==> src/hw/rtl/lshd_pkg.sv <==
// ----------------------------------------------------------------------------
// lshd_pkg
// Shared types, widths, register codes and helpers of the low-speed hold
// detector.
// ----------------------------------------------------------------------------
`timescale 1ns / 1ps
`default_nettype none

package lshd_pkg;

    localparam int VEL_W      = 16;
    localparam int SPEED_W    = 15;
    localparam int CNT_W      = 16;
    localparam int SQ_W       = 32;
    localparam int THR_W      = 2 * SPEED_W;
    localparam int CFG_DATA_W = 16;
    localparam int CFG_IDX_W  = 4;

    localparam int QUEUE_DEPTH_DEF = 4;

    localparam logic [CFG_IDX_W-1:0] CFG_SLOW_THR     = 4'd0;
    localparam logic [CFG_IDX_W-1:0] CFG_FAST_THR     = 4'd1;
    localparam logic [CFG_IDX_W-1:0] CFG_HOLD_WINS    = 4'd2;
    localparam logic [CFG_IDX_W-1:0] CFG_RELEASE_WINS = 4'd3;

    localparam logic [SPEED_W-1:0] SLOW_THR_RST     = 15'd26;
    localparam logic [SPEED_W-1:0] FAST_THR_RST     = 15'd51;
    localparam logic [CNT_W-1:0]   HOLD_WINS_RST    = 16'd3;
    localparam logic [CNT_W-1:0]   RELEASE_WINS_RST = 16'd3;

    localparam logic [CNT_W-1:0] CNT_MAX = '1;

    typedef struct packed {
        logic [SPEED_W-1:0] slow_thr;
        logic [SPEED_W-1:0] fast_thr;
    } speed_cfg_t;

    typedef struct packed {
        logic [CNT_W-1:0] hold_wins;
        logic [CNT_W-1:0] release_wins;
    } win_cfg_t;

    typedef struct packed {
        logic slow;
        logic fast;
        logic last;
    } sample_class_t;

    function automatic logic [VEL_W-1:0] vel_mag(input logic signed [VEL_W-1:0] v);
        logic [VEL_W-1:0] raw;
        raw = v;
        return raw[VEL_W-1] ? (~raw + 1'b1) : raw;
    endfunction

    function automatic logic [CNT_W-1:0] sat_inc(input logic [CNT_W-1:0] c);
        return (c == CNT_MAX) ? CNT_MAX : c + 1'b1;
    endfunction

endpackage

`default_nettype wire

==> src/hw/rtl/low_speed_hold_detector_core.sv <==
// ----------------------------------------------------------------------------
// low_speed_hold_detector_core
// Zero-velocity detector with hysteresis over windows of 3-axis samples.
// ----------------------------------------------------------------------------
// Takes one Q7.8 velocity sample per cycle while in_stall is low. A window
// result (hold_mode, entry_candidate) is registered when the window_last
// sample leaves the queue, and only window-end samples produce a beat.
// Samples pass a two-stage square-and-sum front, then a QUEUE_DEPTH-entry
// queue into the hysteresis back end; in_stall rises when QUEUE_DEPTH
// samples are in flight, so with the default depth of 4 full rate holds
// while out_stall stays low. Registers: 0 slow speed, 1 fast speed,
// 2 slow windows to enter hold, 3 fast windows to leave hold; other
// indexes are ignored. Write them only while no sample is in flight.
`timescale 1ns / 1ps
`default_nettype none

module low_speed_hold_detector_core #(
    parameter int QUEUE_DEPTH = lshd_pkg::QUEUE_DEPTH_DEF
) (
    input  wire                                     clk,
    input  wire                                     rst_n,
    input  wire                                     cfg_we,
    input  wire [lshd_pkg::CFG_IDX_W-1:0]           cfg_index,
    input  wire [lshd_pkg::CFG_DATA_W-1:0]          cfg_data,
    input  wire                                     in_valid,
    output logic                                    in_stall,
    input  wire logic signed [lshd_pkg::VEL_W-1:0]  vel_x,
    input  wire logic signed [lshd_pkg::VEL_W-1:0]  vel_y,
    input  wire logic signed [lshd_pkg::VEL_W-1:0]  vel_z,
    input  wire                                     window_last,
    output logic                                    out_valid,
    input  wire                                     out_stall,
    output logic                                    hold_mode,
    output logic                                    entry_candidate
);

    lshd_pkg::speed_cfg_t    speed_cfg_reg;
    lshd_pkg::win_cfg_t      win_cfg_reg;
    lshd_pkg::sample_class_t push_data, rd_data;
    logic                    push_valid, rd_valid, pop;

    always_ff @(posedge clk or negedge rst_n)
    begin
        if (!rst_n)
        begin
            speed_cfg_reg.slow_thr   <= lshd_pkg::SLOW_THR_RST;
            speed_cfg_reg.fast_thr   <= lshd_pkg::FAST_THR_RST;
            win_cfg_reg.hold_wins    <= lshd_pkg::HOLD_WINS_RST;
            win_cfg_reg.release_wins <= lshd_pkg::RELEASE_WINS_RST;
        end
        else if (cfg_we)
        begin
            unique case (cfg_index)
                lshd_pkg::CFG_SLOW_THR:
                    speed_cfg_reg.slow_thr <= cfg_data[lshd_pkg::SPEED_W-1:0];
                lshd_pkg::CFG_FAST_THR:
                    speed_cfg_reg.fast_thr <= cfg_data[lshd_pkg::SPEED_W-1:0];
                lshd_pkg::CFG_HOLD_WINS:
                    win_cfg_reg.hold_wins <= cfg_data[lshd_pkg::CNT_W-1:0];
                lshd_pkg::CFG_RELEASE_WINS:
                    win_cfg_reg.release_wins <= cfg_data[lshd_pkg::CNT_W-1:0];
                default:
                begin
                end
            endcase
        end
    end

    lshd_front #(
        .QUEUE_DEPTH (QUEUE_DEPTH)
    ) u_front (
        .clk         (clk),
        .rst_n       (rst_n),
        .in_valid    (in_valid),
        .in_stall    (in_stall),
        .vel_x       (vel_x),
        .vel_y       (vel_y),
        .vel_z       (vel_z),
        .window_last (window_last),
        .speed_cfg   (speed_cfg_reg),
        .pop         (pop),
        .push_valid  (push_valid),
        .push_data   (push_data)
    );

    lshd_queue #(
        .QUEUE_DEPTH (QUEUE_DEPTH)
    ) u_queue (
        .clk      (clk),
        .rst_n    (rst_n),
        .wr_en    (push_valid),
        .wr_data  (push_data),
        .rd_en    (pop),
        .rd_valid (rd_valid),
        .rd_data  (rd_data)
    );

    lshd_back u_back (
        .clk             (clk),
        .rst_n           (rst_n),
        .rd_valid        (rd_valid),
        .rd_data         (rd_data),
        .pop             (pop),
        .win_cfg         (win_cfg_reg),
        .out_valid       (out_valid),
        .out_stall       (out_stall),
        .hold_mode       (hold_mode),
        .entry_candidate (entry_candidate)
    );

endmodule

`default_nettype wire

==> src/hw/rtl/lshd_front.sv <==
// ----------------------------------------------------------------------------
// lshd_front
// Accepts samples, squares the components, sums them and classifies each
// sample as slow and/or fast. Holds the in-flight count that gates input.
// ----------------------------------------------------------------------------
`timescale 1ns / 1ps
`default_nettype none

module lshd_front #(
    parameter int QUEUE_DEPTH = lshd_pkg::QUEUE_DEPTH_DEF
) (
    input  wire                                 clk,
    input  wire                                 rst_n,
    input  wire                                 in_valid,
    output logic                                in_stall,
    input  wire logic signed [lshd_pkg::VEL_W-1:0] vel_x,
    input  wire logic signed [lshd_pkg::VEL_W-1:0] vel_y,
    input  wire logic signed [lshd_pkg::VEL_W-1:0] vel_z,
    input  wire                                 window_last,
    input  wire lshd_pkg::speed_cfg_t           speed_cfg,
    input  wire                                 pop,
    output logic                                push_valid,
    output lshd_pkg::sample_class_t             push_data
);

    localparam int CW = $clog2(QUEUE_DEPTH + 1);

    logic [CW-1:0] used_reg, used_next;
    logic          accept;

    logic                         a_valid_reg, a_last_reg;
    logic [lshd_pkg::SQ_W-1:0]    sq_x_reg, sq_y_reg, sq_z_reg;
    logic [lshd_pkg::SQ_W-1:0]    sq_x_next, sq_y_next, sq_z_next;
    logic [lshd_pkg::VEL_W-1:0]   mag_x, mag_y, mag_z;

    logic                         b_valid_reg, b_last_reg;
    logic [lshd_pkg::SQ_W-1:0]    sxy_reg, sz_reg;
    logic [lshd_pkg::SQ_W-1:0]    total;

    logic [lshd_pkg::THR_W-1:0]   e2_reg, x2_reg;

    assign in_stall = (used_reg == CW'(QUEUE_DEPTH));
    assign accept   = in_valid && !in_stall;

    always_comb
    begin
        used_next = used_reg;
        case ({accept, pop})
            2'b10:   used_next = used_reg + 1'b1;
            2'b01:   used_next = used_reg - 1'b1;
            default: used_next = used_reg;
        endcase
    end

    assign mag_x     = lshd_pkg::vel_mag(vel_x);
    assign mag_y     = lshd_pkg::vel_mag(vel_y);
    assign mag_z     = lshd_pkg::vel_mag(vel_z);
    assign sq_x_next = {16'd0, mag_x} * {16'd0, mag_x};
    assign sq_y_next = {16'd0, mag_y} * {16'd0, mag_y};
    assign sq_z_next = {16'd0, mag_z} * {16'd0, mag_z};

    always_ff @(posedge clk or negedge rst_n)
    begin
        if (!rst_n)
        begin
            used_reg    <= '0;
            a_valid_reg <= 1'b0;
            b_valid_reg <= 1'b0;
        end
        else
        begin
            used_reg    <= used_next;
            a_valid_reg <= accept;
            b_valid_reg <= a_valid_reg;
        end
    end

    always_ff @(posedge clk)
    begin
        e2_reg <= {15'd0, speed_cfg.slow_thr} * {15'd0, speed_cfg.slow_thr};
        x2_reg <= {15'd0, speed_cfg.fast_thr} * {15'd0, speed_cfg.fast_thr};
        if (accept)
        begin
            sq_x_reg   <= sq_x_next;
            sq_y_reg   <= sq_y_next;
            sq_z_reg   <= sq_z_next;
            a_last_reg <= window_last;
        end
        if (a_valid_reg)
        begin
            sxy_reg    <= sq_x_reg + sq_y_reg;
            sz_reg     <= sq_z_reg;
            b_last_reg <= a_last_reg;
        end
    end

    assign total          = sxy_reg + sz_reg;
    assign push_valid     = b_valid_reg;
    assign push_data.slow = (total <= {2'b00, e2_reg});
    assign push_data.fast = (total >= {2'b00, x2_reg});
    assign push_data.last = b_last_reg;

endmodule

`default_nettype wire

==> src/hw/rtl/lshd_queue.sv <==
// ----------------------------------------------------------------------------
// lshd_queue
// Small FIFO of classified samples between the front and back parts.
// ----------------------------------------------------------------------------
`timescale 1ns / 1ps
`default_nettype none

module lshd_queue #(
    parameter int QUEUE_DEPTH = lshd_pkg::QUEUE_DEPTH_DEF
) (
    input  wire                          clk,
    input  wire                          rst_n,
    input  wire                          wr_en,
    input  wire lshd_pkg::sample_class_t wr_data,
    input  wire                          rd_en,
    output logic                         rd_valid,
    output lshd_pkg::sample_class_t      rd_data
);

    localparam int AW = $clog2(QUEUE_DEPTH);
    localparam int CW = $clog2(QUEUE_DEPTH + 1);

    lshd_pkg::sample_class_t mem_reg [QUEUE_DEPTH];
    logic [AW-1:0]           wr_ptr_reg, rd_ptr_reg;
    logic [AW-1:0]           wr_ptr_next, rd_ptr_next;
    logic [CW-1:0]           count_reg, count_next;

    assign wr_ptr_next = (wr_ptr_reg == AW'(QUEUE_DEPTH - 1)) ? '0 : wr_ptr_reg + 1'b1;
    assign rd_ptr_next = (rd_ptr_reg == AW'(QUEUE_DEPTH - 1)) ? '0 : rd_ptr_reg + 1'b1;

    always_comb
    begin
        case ({wr_en, rd_en})
            2'b10:   count_next = count_reg + 1'b1;
            2'b01:   count_next = count_reg - 1'b1;
            default: count_next = count_reg;
        endcase
    end

    always_ff @(posedge clk or negedge rst_n)
    begin
        if (!rst_n)
        begin
            wr_ptr_reg <= '0;
            rd_ptr_reg <= '0;
            count_reg  <= '0;
        end
        else
        begin
            if (wr_en)
            begin
                wr_ptr_reg <= wr_ptr_next;
            end
            if (rd_en)
            begin
                rd_ptr_reg <= rd_ptr_next;
            end
            count_reg <= count_next;
        end
    end

    always_ff @(posedge clk)
    begin
        if (wr_en)
        begin
            mem_reg[wr_ptr_reg] <= wr_data;
        end
    end

    assign rd_valid = (count_reg != '0);
    assign rd_data  = mem_reg[rd_ptr_reg];

endmodule

`default_nettype wire

==> src/hw/rtl/lshd_back.sv <==
// ----------------------------------------------------------------------------
// lshd_back
// Folds classified samples into the window flags, runs the hold/normal
// hysteresis counters at each window end and holds the result register.
// ----------------------------------------------------------------------------
`timescale 1ns / 1ps
`default_nettype none

module lshd_back (
    input  wire                          clk,
    input  wire                          rst_n,
    input  wire                          rd_valid,
    input  wire lshd_pkg::sample_class_t rd_data,
    output logic                         pop,
    input  wire lshd_pkg::win_cfg_t      win_cfg,
    output logic                         out_valid,
    input  wire                          out_stall,
    output logic                         hold_mode,
    output logic                         entry_candidate
);

    logic                       mode_hold_reg, mode_hold_next;
    logic [lshd_pkg::CNT_W-1:0] enter_run_reg, enter_run_next;
    logic [lshd_pkg::CNT_W-1:0] exit_run_reg, exit_run_next;
    logic                       win_all_slow_reg, win_all_slow_next;
    logic                       win_any_fast_reg, win_any_fast_next;
    logic                       out_valid_reg, out_valid_next;
    logic                       hold_mode_reg, hold_mode_next;
    logic                       cand_reg, cand_next;

    logic                       all_slow, any_fast;
    logic [lshd_pkg::CNT_W-1:0] enter_cnt, exit_cnt;

    assign pop      = rd_valid && (!rd_data.last || !out_valid_reg || !out_stall);
    assign all_slow = win_all_slow_reg && rd_data.slow;
    assign any_fast = win_any_fast_reg || rd_data.fast;
    assign enter_cnt = all_slow ? lshd_pkg::sat_inc(enter_run_reg) : '0;
    assign exit_cnt  = any_fast ? lshd_pkg::sat_inc(exit_run_reg) : '0;

    always_comb
    begin
        mode_hold_next    = mode_hold_reg;
        enter_run_next    = enter_run_reg;
        exit_run_next     = exit_run_reg;
        win_all_slow_next = win_all_slow_reg;
        win_any_fast_next = win_any_fast_reg;
        out_valid_next    = out_valid_reg && out_stall;
        hold_mode_next    = hold_mode_reg;
        cand_next         = cand_reg;

        if (pop && !rd_data.last)
        begin
            win_all_slow_next = all_slow;
            win_any_fast_next = any_fast;
        end
        else if (pop)
        begin
            win_all_slow_next = 1'b1;
            win_any_fast_next = 1'b0;
            out_valid_next    = 1'b1;
            cand_next         = all_slow;
            if (!mode_hold_reg)
            begin
                if (enter_cnt >= win_cfg.hold_wins)
                begin
                    mode_hold_next = 1'b1;
                    enter_run_next = '0;
                end
                else
                begin
                    enter_run_next = enter_cnt;
                end
            end
            else
            begin
                if (exit_cnt >= win_cfg.release_wins)
                begin
                    mode_hold_next = 1'b0;
                    exit_run_next  = '0;
                end
                else
                begin
                    exit_run_next = exit_cnt;
                end
            end
            hold_mode_next = mode_hold_next;
        end
    end

    always_ff @(posedge clk or negedge rst_n)
    begin
        if (!rst_n)
        begin
            mode_hold_reg    <= 1'b0;
            enter_run_reg    <= '0;
            exit_run_reg     <= '0;
            win_all_slow_reg <= 1'b1;
            win_any_fast_reg <= 1'b0;
            out_valid_reg    <= 1'b0;
        end
        else
        begin
            mode_hold_reg    <= mode_hold_next;
            enter_run_reg    <= enter_run_next;
            exit_run_reg     <= exit_run_next;
            win_all_slow_reg <= win_all_slow_next;
            win_any_fast_reg <= win_any_fast_next;
            out_valid_reg    <= out_valid_next;
        end
    end

    always_ff @(posedge clk)
    begin
        hold_mode_reg <= hold_mode_next;
        cand_reg      <= cand_next;
    end

    assign out_valid       = out_valid_reg;
    assign hold_mode       = hold_mode_reg;
    assign entry_candidate = cand_reg;

endmodule

`default_nettype wire

==> config.mk <==
export PLATFORM = sky130hd
export DESIGN_NAME = low_speed_hold_detector_core
export DESIGN_NICKNAME = d
export VERILOG_FILES = /design/src/hw/rtl/lshd_pkg.sv /design/src/hw/rtl/low_speed_hold_detector_core.sv /design/src/hw/rtl/lshd_front.sv /design/src/hw/rtl/lshd_queue.sv /design/src/hw/rtl/lshd_back.sv
export SDC_FILE = /design/constraint.sdc
export NUM_CORES = 2
export LEC_CHECK = 0
export BUFFER_PORTS_ARGS = -buffer_cell sky130_fd_sc_hd__buf_2
export CORE_ASPECT_RATIO = 0.75
export CORE_MARGIN = 2
export CORE_UTILIZATION = 30
export DETAILED_ROUTE_END_ITERATION = 10
export GPL_ROUTABILITY_DRIVEN = 1
export PLACE_DENSITY = 0.54
export SLEW_MARGIN = 15
export SYNTH_ARGS = -nofsm -noshare
export SYNTH_HDL_FRONTEND = slang
export SYNTH_HIERARCHICAL = 1
export SYNTH_SLANG_ARGS = --single-unit
export TNS_END_PERCENT = 30
==> constraint.sdc <==
create_clock -name clk -period 6.1 [get_ports clk]
set_input_delay 0.61 -clock clk [delete_from_list [all_inputs] [get_ports clk]]
set_output_delay 0.61 -clock clk [all_outputs]
set_load 0.01 [all_outputs]
# == Word-level counts from Yosys, hierarchy flattened ==
# Memory sizes are Yosys's and may differ from the RTL's.
# Index checks and enable logic that the tools add are counted.
# classes
mux,24
n_addsub,13
n_mul,5
eq_ne,12
n_reduce_logical,24
order_cmp,4
bitwise,5
# ops
op,n
16-bit two-way mux,9
16-bit by 16-bit multiplier with 32-bit output,3
16-bit by 1-bit adder with 16-bit output (second input constant),5
32-bit adder,2
15-bit by 15-bit multiplier with 30-bit output,2
16-bit NOT,3
16-bit equality test (second input constant),2
16-bit >= comparator,2
32-bit by 30-bit >= comparator with 1-bit output,1
32-bit by 30-bit <= comparator with 1-bit output,1
3-bit one-hot mux with 2 select lines,2
1-bit two-way mux,11
2-bit AND reduction,5
2-bit equality test (second input constant),4
4-bit by 2-bit equality test with 1-bit output (second input constant),2
3-bit by 1-bit adder with 3-bit output (second input constant),2
3-bit AND reduction,2
2-bit nonzero test,3
3-bit by 1-bit subtractor with 3-bit output (second input constant),2
1-bit logical AND,5
2-bit by 1-bit adder with 2-bit output (second input constant),2
2-bit by 1-bit equality test with 1-bit output (second input constant),2
4-bit by 1-bit equality test with 1-bit output (second input constant),1
1-bit logical NOT,4
other kinds (6),10
# word_totals
input_bits,74
mem_bits_rw,12
mem_count,1
out_inout_bits,4
wordCells,115
ff_bits,334
# memory_table
memory,depth,word_bits,read_ports,rd_ports_with_merged_regs,wr,line,source
u_queue.mem_reg,4,3,1,0,1,lshd_queue.sv:23,lshd_pkg::sample_class_t mem_reg [QUEUE_DEPTH];

# == Longest topological paths before layout ==
# An unclocked memory read counts as a cell.
# depth
ltp_word,8
mapped_depth,32
mapped_depth_nobuf,31

# == Modules after synthesis ==
# Netlist, hierarchy kept.
# by_module_without_submodules
mod,n_inst,area_each_um2,seq_area_each_um2,cells_per_inst
lshd_front,1,43894.6,6030.8,4589
lshd_back,1,3180.6,962.2,375
low_speed_hold_detector_core,1,2384.8,1565.3,135
lshd_queue,1,843.3,535.5,49

# == Worst setup path after synthesis ==
# Ideal clock, no wire load.
# synth_timing
path_type,input-to-reg
startpoint,in vel_x[0] (netlist bit)
endpoint,reg u_front/sq_x_reg[31] (netlist bit) (data pin)
path_stages,27
slack_ns,-1.942
setup_ns,0.265
arrival_time_ns,7.777
path_cell_list,inv_2 > clkbuf_1 > ha_1 > nand2_1 > or2_2 > o31ai_1 > and2_1 > xor2_1 > clkinv_1 > nand2_1 > fa_1 > fa_1 > inv_1 > fa_1 > fa_1 > fa_1 > fa_1 > ha_1 > a2111oi_0 > o21ai_0 > a32oi_1 > o21ai_1 > a31o_2 > nor2b_1 > o41ai_1 > a311oi_1 > xnor2_1
# synth_via
elab_chain_len,4
# synth_lines
element,line,source
"start, declared",low_speed_hold_detector_core.sv:27,"input wire logic signed [lshd_pkg::VEL_W-1:0] vel_x,"
16-bit NOT,lshd_pkg.sv:52,return raw[VEL_W-1] ? (~raw + 1'b1) : raw;
16-bit by 1-bit adder with 16-bit output,lshd_pkg.sv:52,
16-bit two-way mux *,lshd_pkg.sv:52,
16-bit by 16-bit multiplier with 32-bit output *,lshd_front.sv:58,"assign sq_x_next = {16'd0, mag_x} * {16'd0, mag_x};"
via u_front.sq_x_next (one bit),lshd_front.sv:33,"logic [lshd_pkg::SQ_W-1:0] sq_x_next, sq_y_next, sq_z_next;"
"end signal, assigned",lshd_front.sv:84,sq_x_reg <= sq_x_next;
"end, declared",lshd_front.sv:32,"logic [lshd_pkg::SQ_W-1:0] sq_x_reg, sq_y_reg, sq_z_reg;"
# The timed path passes the listed nets; every way through them passes the cells marked *.
# A chain may end at the register's enable or synchronous reset.

# == Final worst setup path ==
# layout_timing
startpoint,in vel_x[4] (netlist bit)
endpoint,reg u_front/sq_x_reg[31] (netlist bit) (data pin)
# Same word-level chain as after synthesis.

==> results.md <==
* Drt first-iter violations at 1852
* R2R setup slack at 0.01 ns
* Top post-synthesis cells by count: inv_1, fa_1, ha_1, nand2_1, nor2_1
* Classification of the worst setup path: in -> reg
* Mean cell area of the mapped netlist at 9.771 µm²
* Via density per instance at 4.494
* Clock sinks at 340
* Launch instance of the worst register-to-register path: speed_cfg_reg[9]
* Clk_skew at 0.03446 ns
* Worst slack at placement at -1.724 ns
* Instance count of the mapped netlist at 5148
* Final slew viol count at 0
* Total routed wirelength at 121800 µm
* Maximum clock frequency at 0.1422 GHz
* Async set-or-reset flop fraction in the synthesized netlist at 32.35%
* Cell count after placement at 8099
* RSZ-0062 raised after global routing: yes
* Routed via count at 36.94k
* Cells on worst reg2reg path at 22
* Relative slew margins at 20.90%
* Maximum level of the CTS H-tree at 2
* Net total in the final layout at 7416
* Number of synthesized flops with an enable pin at 172
* Sequential-to-total area share from yosys stat at 18.08%
* Number of buffers created by CTS at 37
* Number of antenna violations at the first check in global routing at 5
* Cell taking the most area after synthesis: fa_1
* Clock slew at reported path FFs at 0.06 ns
* Prevailing post-synth register cell: edfxtp_1
* Detailed-router iteration count before antenna repair at 5
* Number of primary I/O pins at 78
* Overall die width at 476.8 µm
* Post-detailed-route wirelength per cell at 14.82 µm
* Final hold vios at 0
* Violated checks: setup timing
* Effective utilization at floorplan at 30.11%
* CTS Root Buffer Type: clkbuf_16
* Biggest fanout along the worst timing path at 7
* Synthesized flop and latch total at 340
* Layout filler cell count at 16.69k
* Number of remaining DRC errors at 0
* Actual transition at the worst max-transition pin at 1.185 ns
* Clock period minus final worst setup slack at 7.034 ns
* Arrival time reported for the critical path endpoint at 7.35 ns
* Maximum number of buffers from clock root to sink at 3
* Finished Layout Cells at 8218
* Global-route wire length before repair at 205000 µm
* Worst skew pair latency at 0.58 ns
* Max-cap violations at 0
* Area growth from synthesis to layout at 23.65%
* Core Box Area at 0.1670 mm²
* Number of global-route vias before repair at 39.41k
* Data required, critical path at 6.41 ns
* Die height at 358.6 µm
* Largest net degree at the start of global routing at 66
* Leading cell types by total area after synthesis: fa_1, ha_1, edfxtp_1
* Tot GR Track Use at 14.61%
* Site Rows at 130
* Antenna viol nets, final at 0
* RePlAce Congestion at 0.8595
* CTS tree: built
* HPWL Detailed at 104400 µm
* Total die area at 0.1710 mm²
* CP endpoint kind: flop
* GRT Residual Overflow at 0
* Post-synth cell types at 108
* Hold crit path type: in -> async
* Setup crit start kind: input port
* Worst path setup slack after routing at -0.9338 ns
* End of the worst register-to-register path: u_front/x2_reg[29]
* Setup TNS at -29.96 ns
* Run status: finished, violations left
* Library cell with the highest instance count after synthesis: inv_1
* Layout cell share with drive strength beyond 1 at 22.75%
* Mapped cell area at 0.05030 mm²
* Yosys top cell area share at 30.48%
* Number of I/O port buffers at 77
* Final setup fails at 53
* Number of synthesis warnings at 6
* Final cycle utilization of the critical path at 115.3%
## cell families after synthesis
group | Yosys count | share of synthesized area, %
mux | 74 | 1.736
xor+xnor | 281 | 4.922
other cells | 2 | 0.01493
compound gates | 670 | 8.842
flops | 340 | 18.08
fa+ha+maj | 1397 | 46.18
buf+inv | 1238 | 9.412
simple gates | 1146 | 10.81
## cells in the final DEF (no fill, tap or decap), types with 43 or more instances in the layout
cell type,Yosys,final
fa_1,766,750
mux2_2,67,67
nor2_1,319,293
dfrtp_1,98,86
inv_2,8,44
a21oi_1,218,180
buf_2,5,69
xor2_1,97,82
edfxtp_1,172,172
o21ai_0,97,73
xnor2_1,182,167
nand2_1,390,348
buf_4,3,709
nand3_1,48,43
and2_1,137,134
ha_1,631,594
a21o_1,100,100
dfxtp_1,58,58
inv_1,1125,1086
## how the worst max path moves through the flow
stage	startpoint	slack, ns	cells after the start	to
2_1_floorplan	vel_x[4]	-1.31	23	u_front/sq_x_reg[31]
3_3_place_gp	vel_y[2]	-1.70	27	u_front/sq_y_reg[30]
3_5_place_dp	vel_y[2]	-1.72	28	u_front/sq_y_reg[30]
4_1_cts	vel_x[0]	-0.95	25	u_front/sq_x_reg[31]
5_1_grt	vel_x[1]	-1.23	31	u_front/sq_x_reg[31]
6_report	vel_x[4]	-0.93	26	u_front/sq_x_reg[31]
## stage by stage
step           hold slack, ns  utilization (%)  area, µm²
6_report               0.1018            37.24      62200
5_1_grt                0.1554            37.23      62200
4_1_cts                0.1146            36.66      61240
3_5_place_dp           0.3977            35.34      59040
3_3_place_gp           0.4025            35.34      59040
2_1_floorplan          0.3144                -      51080
## worst max-delay path, cell delays in order
cell and delay, ns:
buf_6 0.09, or4_4 0.53, or3_4 0.43, o21ai_4 0.20
xnor2_4 0.16, inv_1 0.10, nor2_1 0.07, buf_4 0.14
fa_1 0.49, inv_1 0.06, fa_1 0.53, inv_1 0.05
fa_1 0.46, fa_1 0.58, fa_1 0.44, fa_1 0.53
ha_4 0.20, a2111oi_4 0.35, o21ai_1 0.11, a32oi_1 0.19
o21ai_2 0.11, a31o_2 0.26, nor2b_4 0.14, o41ai_4 0.22
a311oi_1 0.15, xnor2_1 0.14
## area by class of cell
class	instances	area, µm²	share of cell area, %
diodes	1	2.502	0.004023
clock buffers	46	991.0	1.593
clock inverters	21	295.3	0.4747
inverters	1145	4329	6.960
multi-input cells	3601	38470	61.84
flip-flops and latches	340	9116	14.66
well taps	2244	2808	4.514
repair buffers	820	6191	9.953
## metal layers
metal	global-route usage [%]	up-vias	wire [µm]
met5	0	-	0
met4	1.746	0	1222
met3	1.627	74	4191
met2	23.13	506	53560
met1	21.96	18350	62800
li1	-	18000	-
## repair_timing
action | 4_1_cts | 5_1_grt
endpoints found under the setup margin | 64 | 76
pin swaps | 117 | 152
resized for setup | 163 | 200
hold buffers | 0 | 0
buffers inserted | 34 | 27
Power is not shown: default switching activity piles up to over one toggle a cycle in this logic, so the estimate is an artifact.
